`config.mk`:
```
export PLATFORM = sky130hd
export DESIGN_NAME = ack_retry_escalation_controller_core
export DESIGN_NICKNAME = d
export VERILOG_FILES = /design/src/hdl/arec_pkg.sv /design/src/hdl/arec_cfg.sv /design/src/hdl/arec_step.sv /design/src/hdl/ack_retry_escalation_controller_core.sv
export SDC_FILE = /design/constraint.sdc
export NUM_CORES = 1
export LEC_CHECK = 0
export ABC_AREA = 1
export BUFFER_PORTS_ARGS = -buffer_cell sky130_fd_sc_hd__buf_2
export CAP_MARGIN = 20
export CORE_ASPECT_RATIO = 1.25
export CORE_MARGIN = 5
export CORE_UTILIZATION = 40
export CTS_CLUSTER_SIZE = 8
export DETAILED_ROUTE_END_ITERATION = 8
export REMOVE_ABC_BUFFERS = 1
export SLEW_MARGIN = 10
export SYNTH_ARGS = -nofsm -noshare
export SYNTH_HDL_FRONTEND = slang
export SYNTH_SLANG_ARGS = --single-unit
export TNS_END_PERCENT = 100
```
`constraint.sdc`:
```
create_clock -name i_clk -period 14.4 [get_ports i_clk]
set_input_delay 2.88 -clock i_clk [delete_from_list [all_inputs] [get_ports i_clk]]
set_output_delay 2.88 -clock i_clk [all_outputs]
set_load 0.005 [all_outputs]
```
`src/hdl/arec_pkg.sv`:
```
// ============================================================================
// arec_pkg
// Shared types and constants for the acknowledgement retry controller.
// ============================================================================
package arec_pkg;

    // Field widths.
    localparam int TIME_W      = 32;
    localparam int DELAY_W     = 31;
    localparam int MAX_RETRY_W = 8;
    localparam int RETRY_CNT_W = 9;
    localparam int CFG_IDX_W   = 2;
    localparam int CFG_DATA_W  = 32;

    // Retry counter saturation value.
    localparam logic [RETRY_CNT_W-1:0] RETRY_CNT_MAX = '1;

    // Item opcodes.
    localparam logic OP_POLL = 1'b0;
    localparam logic OP_ACK  = 1'b1;

    // Configuration register indexes.
    localparam logic [CFG_IDX_W-1:0] CFG_RESEND_DELAY = 2'd0;
    localparam logic [CFG_IDX_W-1:0] CFG_ROUTE_WAIT   = 2'd1;
    localparam logic [CFG_IDX_W-1:0] CFG_MAX_RETRIES  = 2'd2;

    // Configuration reset values.
    localparam logic [DELAY_W-1:0]     RST_RESEND_DELAY = 31'd1000;
    localparam logic [TIME_W-1:0]      RST_ROUTE_WAIT   = 32'd2000;
    localparam logic [MAX_RETRY_W-1:0] RST_MAX_RETRIES  = 8'd3;

    // Input item.
    typedef struct packed {
        logic              opcode;
        logic [TIME_W-1:0] now_ms;
    } t_in_item;

    // Result item.
    typedef struct packed {
        logic send_data;
        logic send_route_request;
        logic status;
    } t_out_item;

    // Configuration register set.
    typedef struct packed {
        logic [DELAY_W-1:0]     resend_delay_ms;
        logic [TIME_W-1:0]      route_wait_ms;
        logic [MAX_RETRY_W-1:0] max_retries;
    } t_cfg;

endpackage

```
`src/hdl/arec_cfg.sv`:
```
// ============================================================================
// arec_cfg
// Configuration register file written through a plain write port.
// ============================================================================
module arec_cfg (
    input  logic                              i_clk,
    input  logic                              i_rst_n,
    input  logic                              i_cfg_we,
    input  logic [arec_pkg::CFG_IDX_W-1:0]    i_cfg_idx,
    input  logic [arec_pkg::CFG_DATA_W-1:0]   i_cfg_wdata,
    output arec_pkg::t_cfg                    o_cfg
);
    import arec_pkg::*;

    t_cfg r_cfg;

    // Register writes keep only the low bits that fit each register.
    always_ff @(posedge i_clk) begin
        if (!i_rst_n) begin
            r_cfg.resend_delay_ms <= RST_RESEND_DELAY;
            r_cfg.route_wait_ms   <= RST_ROUTE_WAIT;
            r_cfg.max_retries     <= RST_MAX_RETRIES;
        end else if (i_cfg_we) begin
            case (i_cfg_idx)
                CFG_RESEND_DELAY: r_cfg.resend_delay_ms <= i_cfg_wdata[DELAY_W-1:0];
                CFG_ROUTE_WAIT:   r_cfg.route_wait_ms   <= i_cfg_wdata[TIME_W-1:0];
                CFG_MAX_RETRIES:  r_cfg.max_retries     <= i_cfg_wdata[MAX_RETRY_W-1:0];
                default: ;
            endcase
        end
    end

    assign o_cfg = r_cfg;

endmodule

```
`src/hdl/arec_step.sv`:
```
// ============================================================================
// arec_step
// Retry state registers and the single-pass poll / acknowledge evaluation.
// ============================================================================
module arec_step (
    input  logic                i_clk,
    input  logic                i_rst_n,
    input  logic                i_fire,
    input  arec_pkg::t_in_item  i_item,
    input  arec_pkg::t_cfg      i_cfg,
    output arec_pkg::t_out_item o_result
);
    import arec_pkg::*;

    logic                   r_active;
    logic                   r_resent;
    logic                   r_rr;
    logic [RETRY_CNT_W-1:0] r_cnt;
    logic [TIME_W-1:0]      r_start;
    logic [TIME_W-1:0]      r_rr_time;

    logic                   n_active;
    logic                   n_resent;
    logic                   n_rr;
    logic [RETRY_CNT_W-1:0] n_cnt;
    logic [TIME_W-1:0]      n_start;
    logic [TIME_W-1:0]      n_rr_time;

    logic [TIME_W-1:0] rr_timeout;
    logic [TIME_W-1:0] resend_delay;
    logic [TIME_W-1:0] since_start;
    logic [TIME_W-1:0] since_rr;
    logic              done;
    t_out_item         result;

    assign rr_timeout   = {i_cfg.resend_delay_ms, 1'b0};
    assign resend_delay = {1'b0, i_cfg.resend_delay_ms};

    // Acknowledge clears the retry state; a poll runs its phases in order on the running state.
    always_comb begin
        n_active    = r_active;
        n_resent    = r_resent;
        n_rr        = r_rr;
        n_cnt       = r_cnt;
        n_start     = r_start;
        n_rr_time   = r_rr_time;
        result      = '0;
        done        = 1'b0;
        since_start = '0;
        since_rr    = '0;

        if (i_item.opcode == OP_ACK) begin
            n_active  = 1'b0;
            n_resent  = 1'b0;
            n_rr      = 1'b0;
            n_cnt     = '0;
            n_start   = '0;
            n_rr_time = '0;
        end else begin
            // Initial send of a new cycle, or drop once retries run out.
            if (!r_active) begin
                if (r_cnt != RETRY_CNT_MAX) begin
                    n_cnt = r_cnt + 1'b1;
                end
                if (n_cnt > {1'b0, i_cfg.max_retries}) begin
                    n_active      = 1'b0;
                    n_resent      = 1'b0;
                    n_rr          = 1'b0;
                    n_cnt         = '0;
                    n_start       = '0;
                    n_rr_time     = '0;
                    result.status = 1'b1;
                    done          = 1'b1;
                end else begin
                    n_active         = 1'b1;
                    n_start          = i_item.now_ms;
                    n_rr_time        = '0;
                    n_resent         = 1'b0;
                    n_rr             = 1'b0;
                    result.send_data = 1'b1;
                end
            end

            // Route-request timeout at twice the resend delay.
            since_start = i_item.now_ms - n_start;
            if (!done && !n_rr && since_start >= rr_timeout) begin
                result.send_route_request = 1'b1;
                n_rr      = 1'b1;
                n_rr_time = i_item.now_ms;
                n_resent  = 1'b0;
            end

            // End of the route-request wait closes the cycle.
            since_rr = i_item.now_ms - n_rr_time;
            if (!done && n_rr && since_rr >= i_cfg.route_wait_ms) begin
                n_active  = 1'b0;
                n_start   = '0;
                n_rr_time = '0;
                n_resent  = 1'b0;
                n_rr      = 1'b0;
                done      = 1'b1;
            end

            // Single resend after the resend delay.
            if (!done && !n_resent && !n_rr && since_start >= resend_delay) begin
                result.send_data = 1'b1;
                n_resent         = 1'b1;
            end
        end
    end

    // State commits when an item leaves the input register.
    always_ff @(posedge i_clk) begin
        if (!i_rst_n) begin
            r_active  <= 1'b0;
            r_resent  <= 1'b0;
            r_rr      <= 1'b0;
            r_cnt     <= '0;
            r_start   <= '0;
            r_rr_time <= '0;
        end else if (i_fire) begin
            r_active  <= n_active;
            r_resent  <= n_resent;
            r_rr      <= n_rr;
            r_cnt     <= n_cnt;
            r_start   <= n_start;
            r_rr_time <= n_rr_time;
        end
    end

    assign o_result = result;

endmodule

```
`src/hdl/ack_retry_escalation_controller_core.sv`:
```
// ============================================================================
// ack_retry_escalation_controller_core
// Acknowledgement retry controller: input register, evaluation, result register.
// ============================================================================
// An accepted input item waits in the input register until the result register
// is free, then its result is written there; one item per cycle unless i_ready
// stalls. The input register, state update and result register form a two-stage
// pipeline; the state is written in the same cycle as the result register.
// Reset (synchronous, active low) clears retry state and both pipeline stages
// and loads the configuration register defaults.
module ack_retry_escalation_controller_core (
    input  logic                            i_clk,
    input  logic                            i_rst_n,
    input  logic                            i_valid,
    output logic                            o_ready,
    input  arec_pkg::t_in_item              i_item,
    output logic                            o_valid,
    input  logic                            i_ready,
    output arec_pkg::t_out_item             o_item,
    input  logic                            i_cfg_we,
    input  logic [arec_pkg::CFG_IDX_W-1:0]  i_cfg_idx,
    input  logic [arec_pkg::CFG_DATA_W-1:0] i_cfg_wdata
);
    import arec_pkg::*;

    logic      r_in_valid;
    t_in_item  r_in_item;
    logic      r_out_valid;
    t_out_item r_out_item;

    logic      advance;
    logic      fire;
    t_cfg      cfg;
    t_out_item result;

    // Stage 2 moves when the result register is empty or being drained.
    assign advance = !r_out_valid || i_ready;
    assign fire    = r_in_valid && advance;
    assign o_ready = !r_in_valid || advance;

    arec_cfg u_cfg (
        .i_clk       (i_clk),
        .i_rst_n     (i_rst_n),
        .i_cfg_we    (i_cfg_we),
        .i_cfg_idx   (i_cfg_idx),
        .i_cfg_wdata (i_cfg_wdata),
        .o_cfg       (cfg)
    );

    arec_step u_step (
        .i_clk    (i_clk),
        .i_rst_n  (i_rst_n),
        .i_fire   (fire),
        .i_item   (r_in_item),
        .i_cfg    (cfg),
        .o_result (result)
    );

    // Input register.
    always_ff @(posedge i_clk) begin
        if (!i_rst_n) begin
            r_in_valid <= 1'b0;
        end else if (o_ready) begin
            r_in_valid <= i_valid;
        end
    end

    always_ff @(posedge i_clk) begin
        if (o_ready && i_valid) begin
            r_in_item <= i_item;
        end
    end

    // Result register.
    always_ff @(posedge i_clk) begin
        if (!i_rst_n) begin
            r_out_valid <= 1'b0;
        end else if (advance) begin
            r_out_valid <= r_in_valid;
        end
    end

    always_ff @(posedge i_clk) begin
        if (fire) begin
            r_out_item <= result;
        end
    end

    assign o_valid = r_out_valid;
    assign o_item  = r_out_item;

endmodule

```
# Yosys cells after proc, flatten, opt, wreduce, memory -nomap -nowiden

Index checks and enable logic that the tools add are counted.

Multiplexer cells: 41
Add/sub/neg operators: 3
Order comparisons: 4
Equal/unequal tests: 4
Reductions and logical operators: 23

Operators with widths:

| kind                                          | count |
|---|---|
| 2-to-1 mux 32 bit                             | 10 |
| greater-or-equal comparator 32 bit            | 2 |
| subtractor 32 bit                             | 2 |
| 2-to-1 mux 9 bit                              | 6 |
| greater-or-equal comparator 32 x 31 -> 1 bit  | 1 |
| 2-to-1 mux 1 bit                              | 25 |
| adder 9 x 1 -> 9 bit, second input constant   | 1 |
| > comparator 9 x 8 -> 1 bit                   | 1 |
| logical AND 1 bit                             | 9 |
| inequality test 9 bit, second input constant  | 1 |
| AND reduction 2 bit                           | 4 |
| logical NOT 1 bit                             | 7 |
| == test 2 x 1 -> 1 bit, second input constant | 1 |
| == test 2 bit, second input constant          | 1 |
| logical NOT 2 bit                             | 1 |
| logical OR 1 bit                              | 2 |
| inequality test 2 bit, second input constant  | 1 |

Flip-flop bits (word level): 185
Bits of input ports: 72
Output and inout bits: 5
Logic and storage cells: 91

# Logic depth before layout (Yosys ltp)

Depth in word-level cells: 24
Depth in mapped cells: 70
Mapped depth without buffers: 69

# Hierarchy

From an unflattened synthesis, not the netlist that was laid out.

Cell total of the unflattened synthesis: 1904
Area total of the unflattened synthesis: 13475.4 um^2

Modules (own cells, without submodules):

| module                               | cells each | instances | sequential area each (um^2) | area an instance (um^2) |
|---|---|---|---|---|
| arec_step                            | 1421       | 1         | 1521.5                      | 9381.5 |
| arec_cfg                             | 434        | 1         | 1421.4                      | 2917.8 |
| ack_retry_escalation_controller_core | 49         | 1         | 1121.1                      | 1176.1 |

# Least setup slack after synthesis

OpenSTA, ideal clock, no wires.

Kind: register to register
Start point: register u_step.r_cnt[0]
End point: register u_step.r_start[11]
Setup slack: 5436 ps
Setup time: 128 ps
Path buffers: 2
Data arrival time: 8836 ps
Period minus slack after synthesis: 8964 ps
Data required time: 14272 ps
Stages on the path, launching flop included: 64
Path through: dfxtp_1 > ha_1 > inv_1 > nor3_1 > nand3_1 > inv_1 > nor3_1 > nand4_1 > xnor2_1 > ha_1 > nand3_1 > or3_1 > nand2_1 > nand3_2 > inv_2 > buf_4 > a22oi_1 > ha_1 > [... 28 more ...] > a21oi_1 > o21bai_2 > nand2_1 > nor2_1 > nor2_1 > or2_1 > nand3_1 > nand2_1 > ha_1 > nand2_1 > nor4_1 > nand4_1 > nand4_1 > nand2_2 > nand2_4 > buf_6 > a2bb2oi_2 > nor2_1

Cells in the longest elaborated chain, start to end: 18
Elaborated cells on any way between the ends: 27
Classes of those cells: add/sub (3); order compare (3); eq/ne (1); mux (15); reduce/logical (5)

Ends and longest elaborated chain:

| element                                                       | RTL line                         | text |
|---|---|---|
| from (decl)                                                   | arec_step.sv:18                  | `logic [RETRY_CNT_W-1:0] r_cnt;` |
| from (signal assigned)                                        | arec_step.sv:125                 | `r_cnt <= n_cnt;` |
| adder 9 x 1 -> 9 bit or inequality test 9 bit (tied branches) | arec_step.sv:63, arec_step.sv:62 |  |
| 2-to-1 mux 9 bit *                                            | arec_step.sv:62                  | `if (r_cnt != RETRY_CNT_MAX) begin` |
| 2-to-1 mux 9 bit *                                            | arec_step.sv:61                  | `if (!r_active) begin` |
| 2-to-1 mux 9 bit *                                            | arec_step.sv:52                  | `if (i_item.opcode == OP_ACK) begin` |
| > comparator 9 x 8 -> 1 bit *                                 | arec_step.sv:65                  | `if (n_cnt > {1'b0, i_cfg.max_retries}) begin` |
| 2-to-1 mux 32 bit or 2-to-1 mux 1 bit (tied branches)         | arec_step.sv:65                  |  |
| 2-to-1 mux 32 bit or 2-to-1 mux 1 bit (tied branches)         | -                                |  |
| 2-to-1 mux 32 bit or 2-to-1 mux 1 bit (tied branches)         | arec_step.sv:52                  |  |
| [... 2 more ...]                                              | -                                |  |
| logical AND 1 bit                                             | arec_step.sv:86                  | `if (!done && !n_rr && since_start >= rr_timeout) begin` |
| 2-to-1 mux 32 bit                                             | arec_step.sv:86                  |  |
| 2-to-1 mux 32 bit                                             | arec_step.sv:52                  |  |
| subtractor 32 bit                                             | arec_step.sv:94                  | `since_rr = i_item.now_ms - n_rr_time;` |
| greater-or-equal comparator 32 bit                            | arec_step.sv:95                  | `if (!done && n_rr && since_rr >= i_cfg.route_wait_ms) begin` |
| logical AND 1 bit                                             | arec_step.sv:95                  |  |
| 2-to-1 mux 32 bit *                                           | arec_step.sv:95                  |  |
| 2-to-1 mux 32 bit *                                           | arec_step.sv:52                  |  |
| to (signal assigned)                                          | arec_step.sv:126                 | `r_start <= n_start;` |
| to (decl)                                                     | arec_step.sv:19                  | `logic [TIME_W-1:0] r_start;` |

Every way passes the cells marked *; elsewhere a longest branch is shown, timed or not. The select of a mux whose other input is x is not followed.
A chain may end at the register's enable or synchronous reset.

# Worst setup path in the final report

Start point: register u_step.r_cnt[0]
End point: register u_step.r_rr_time[26]

Cells in the longest elaborated chain, start to end: 18
Elaborated cells on any way between the ends: 27
Classes of those cells: add/sub (3); order compare (3); eq/ne (1); mux (15); reduce/logical (5)

Ends and longest elaborated chain:

| element                                                       | RTL line                         | text |
|---|---|---|
| adder 9 x 1 -> 9 bit or inequality test 9 bit (tied branches) | arec_step.sv:63, arec_step.sv:62 |  |
| 2-to-1 mux 9 bit *                                            | arec_step.sv:62                  |  |
| 2-to-1 mux 9 bit *                                            | arec_step.sv:61                  |  |
| 2-to-1 mux 9 bit *                                            | arec_step.sv:52                  |  |
| > comparator 9 x 8 -> 1 bit *                                 | arec_step.sv:65                  |  |
| 2-to-1 mux 32 bit or 2-to-1 mux 1 bit (tied branches)         | arec_step.sv:65                  |  |
| 2-to-1 mux 32 bit or 2-to-1 mux 1 bit (tied branches)         | -                                |  |
| 2-to-1 mux 32 bit or 2-to-1 mux 1 bit (tied branches)         | arec_step.sv:52                  |  |
| [... 2 more ...]                                              | -                                |  |
| logical AND 1 bit                                             | arec_step.sv:86                  |  |
| 2-to-1 mux 32 bit                                             | arec_step.sv:86                  |  |
| 2-to-1 mux 32 bit                                             | arec_step.sv:52                  |  |
| subtractor 32 bit                                             | arec_step.sv:94                  |  |
| greater-or-equal comparator 32 bit                            | arec_step.sv:95                  |  |
| logical AND 1 bit                                             | arec_step.sv:95                  |  |
| 2-to-1 mux 32 bit *                                           | arec_step.sv:95                  |  |
| 2-to-1 mux 32 bit *                                           | arec_step.sv:52                  |  |
| to (signal assigned)                                          | arec_step.sv:127                 | `r_rr_time <= n_rr_time;` |
| to (decl)                                                     | arec_step.sv:20                  | `logic [TIME_W-1:0] r_rr_time;` |

Marked as above.

==> run summary <==
The flow ran to the end, and the final reports show no timing, DRC or antenna violations. TritonCTS built the clock tree. The number of vias after detailed routing came out at 11100. The cell area after synthesis came out at about 0.013 mm^2.

After Yosys synthesis, full adders, half adders and majority gates account for roughly 17% of the synthesized area. The total of buffers placed on input and output ports is 76. The global placer's final weighted congestion is 0.954. The multiplexer share of the synthesized area came out at 0%.

The H-tree level count came out at 4. The top cell type's share of synthesized area is roughly a quarter. Detailed placement finished with a half-perimeter wire length of roughly 26 mm.

The synthesized area divided by synthesized cell count came out at 7.65 um^2. The proportion of layout cells with a drive suffix above 1 is under 10%. The via count of the first global-routing pass came out at about 11000. The setup path with the least slack is of type register to register. The cell family contributing the most delay on the critical path is simple AND/OR/NAND/NOR gates.

The master of the slowest instance on the critical path is inv_2. The upper clock frequency limit is around 79 MHz. STA classifies the critical path endpoint as a register.

The effective utilization at floorplan came out at between 40% and 50%. The flop and latch count out of synthesis is roughly 190. The count of filler cells inserted in the layout is between 3000 and 4000.

Summing all multi-input logic gate instances after layout gives 0.00759 mm^2. The library cells used most frequently in the layout, excluding fill and tap cells, are nand2_1 (326), a21oi_1 (222), inv_1 (215), ha_1 (165), dfxtp_1 (149). The worst hold margin is around 460 ps.

The final worst-path cycle share is between 80 and 90%. The number of antenna repair diodes is 0. The count of unique library cells instantiated by Yosys is 53. The core region is about 0.032 mm^2.

The vias per cell is ~5.2. The endpoint arrival time on the critical path came out at ~13000 ps. In this run the clock root is driven by a clkbuf_16. The routed wire length is 34.7 mm. The biggest cell delay along the critical path came out at roughly 520 ps. The pin count of the biggest net entering global routing is 77.

The highest ir drop seen on vdd came out at 0.0700 mV. The worst register-to-register path begins at u_step.r_cnt[0]. The reported leakage power came out at between 6 and 7 nW. The residual overflow from global routing came out at 0. The clock period minus final worst setup slack came out at between 10000 and 15000 ps. The largest fanout on the critical path is 37. Clock-pin slew was measured on the worst setup and hold paths at ~70 ps. The total negative setup slack is 0 ps.

The register area came out at ~0.004 mm^2. The number of DRC markers in iteration 0 came out at ~660. Tracing the worst setup path back leads to its startpoint at u_step.r_cnt[0].

The total I/O pin count came out at 77. Setup violations remaining at the end of the flow were counted as 0. The iteration count of the initial detailed-routing pass is 5. The library cell occupying the most area in the post-synthesis netlist is dfxtp_1. The latest clock arrival within the worst-skew pair came out at around 460 ps. After technology mapping, the gate count stands at about 1700.

The first global-routing pass estimated between 50 and 60 mm of wire. The die covers between 0.03 and 0.04 mm^2. The aggregate global-route resource usage came out at around a fifth.

Yosys attributes the largest share of cell area to dfxtp_1 (23%), ha_1 (16%), nand2_1 (9.6%), a21oi_1 (8.7%), edfxtp_1 (8.5%). For this run, the number of Yosys warnings is 0. The initial antenna violation count is 0. The fraction of registers with async set/reset came out at 0%. TritonCTS created 17 clock buffers. For this run, the register share of the synthesized area comes to 31.9%. The main combinational cell family by area after synthesis is compound AO/OA/AOI/OAI gates. The DRC violations left is 0.

The synthesized-area fraction occupied by and/or/nand/nor cells is around 16%. The post-CTS resize count is 0. The number of buffer and inverter instances along the worst setup path came out at 6.

The path class of the tightest hold or removal check is register to register. The clock tree buffer depth came out at 2. The count of nets left with antenna violations once routing finished came out at 0. After floorplanning, the core was divided into 73 placement rows. After detailed routing, the average wire length per cell comes to about 16 um. The final max-slew violation count was 0.

Post-CTS timing repair inserted 0 buffers for setup. Leaving out fill and tap cells, the most frequent cell in the layout is nand2_1. The worst hold path begins at u_cfg.o_cfg[37]. Buffers inserted to repair hold after CTS numbered 0. The net count of the finished layout is between 1500 and 2000.

Relative to the synthesized area, the layout overhead comes to 9.71%. The power density of the placed cells came out at between 100 and 150 mW/mm^2. The cell that appears most often on the critical path is nand2_1. The worst setup path is launched from a register. The vertical die dimension came out at roughly 210 um. The number of enable flip-flop cells after synthesis came out at 36.

The required time at the endpoint of the critical path is 14710 ps. The final count of hold timing violations came out at 0. The clock tree skew after final layout came out at a little under 10 ps. In the synthesized netlist the dominant register cell turns out to be dfxtp_1. At the pin with the least slew margin, the transition time is 913 ps.

The worst-case headroom to the max-slew limit came out at between 30% and 40%. Setup repair after global routing left no endpoint under its margin. The total of max-cap violations is 0.

From left edge to right edge, the die measures approximately 170 um. The parity-gate share of the synthesized area counting xor and xnor cells is under 10%. The sink count of the clock tree came out at about 190. The post-synthesis compound-gate area fraction is ~22%.
[area by class of cell]
class / count / area share (%)
inverters: 219 / 5.91
multi-input cells: 1209 / 54.3
clock buffers: 17 / 3.04
repair buffers: 85 / 3.20
flip-flops and latches: 185 / 29.1
clock inverters: 15 / 0.814
well taps: 412 / 3.69
[kinds of logic (layout without fill, tap and decap cells)]
logic type / count (synthesis) / count (layout)
AO/OA/AOI/OAI: 472 / 472
XOR/XNOR: 63 / 63
adder cells (fa/ha/maj): 167 / 167
buffers and inverters: 273 / 336
flip-flops: 185 / 185
AND/OR/NAND/NOR: 507 / 507
[registers in the layout (all words and copies together) (netlist names)]
name	count
u_step.r_rr	1
u_step.r_cnt	9
u_step.r_resent	1
r_in_item	33
o_item	3
u_step.r_start	32
u_cfg.o_cfg	71
r_in_valid	1
u_step.r_active	1
u_step.r_rr_time	32
o_valid	1
[cells in the mapped netlist, types with 31 or more instances]
library cell	instances
nand2_1	327
clkbuf_1	37
dfxtp_1	149
nand3_1	42
edfxtp_1	36
o21ai_1	31
o21ai_0	99
nor2_1	92
xor2_1	44
a21oi_1	222
inv_1	216
ha_1	165
[worst register-to-register path, delay by kind of cell, from the launching register on]
| family | cells | cell delay [ps] |
|---|---|---|
| compound gates | 10 | 1950 |
| simple gates | 37 | 6260 |
| buf+inv | 6 | 1230 |
| flops | 1 | 380 |
| xor+xnor | 3 | 490 |
| fa+ha+maj | 7 | 2150 |
[power by group]
part           internal [W]  switching, W
clock              0.000224      0.000228
combinational      0.000399      0.000641
sequential         0.000560     0.0000205
total               0.00118      0.000890
[metal layers]
metal / wire, um / vias to the layer above / track usage (%)
met5: 0 / - / 0
met4: 954 / 0 / 7.14
met1: 15500 / 5120 / 24.8
met3: 1280 / 52 / 2.54
met2: 17100 / 218 / 34.0
li1: - / 5754 / -
[metrics by stage]
| stage | cell area [um^2] | cells | worst slack [ps] | power (W) | util (%) |
|---|---|---|---|---|---|
| CTS | 14000 | 2142 | 1730 | 0.00209 | 44.2 |
| global route | 14000 | 2142 | 606 | 0.00227 | 44.2 |
| finish | 14000 | 2142 | 1770 | 0.00207 | 44.2 |
| detailed placement | 13400 | 2110 | 1840 | 0.00163 | 42.5 |
| floorplan | 12500 | 1613 | 4670 | 0.00137 | - |
| global placement | 13400 | 2110 | 2130 | 0.00161 | 42.5 |
[worst paths after layout]
check	slack (ps)	cells past startpoint	endpoint
worst max-delay path	1770	63	u_step.r_rr_time[26]
worst min-delay path	460	2	u_cfg.o_cfg[37]
worst max register to register	1770	63	u_step.r_rr_time[26]
worst min register to register	460	2	u_cfg.o_cfg[37]
No activity file was read; power rests on OpenSTA's default activity.
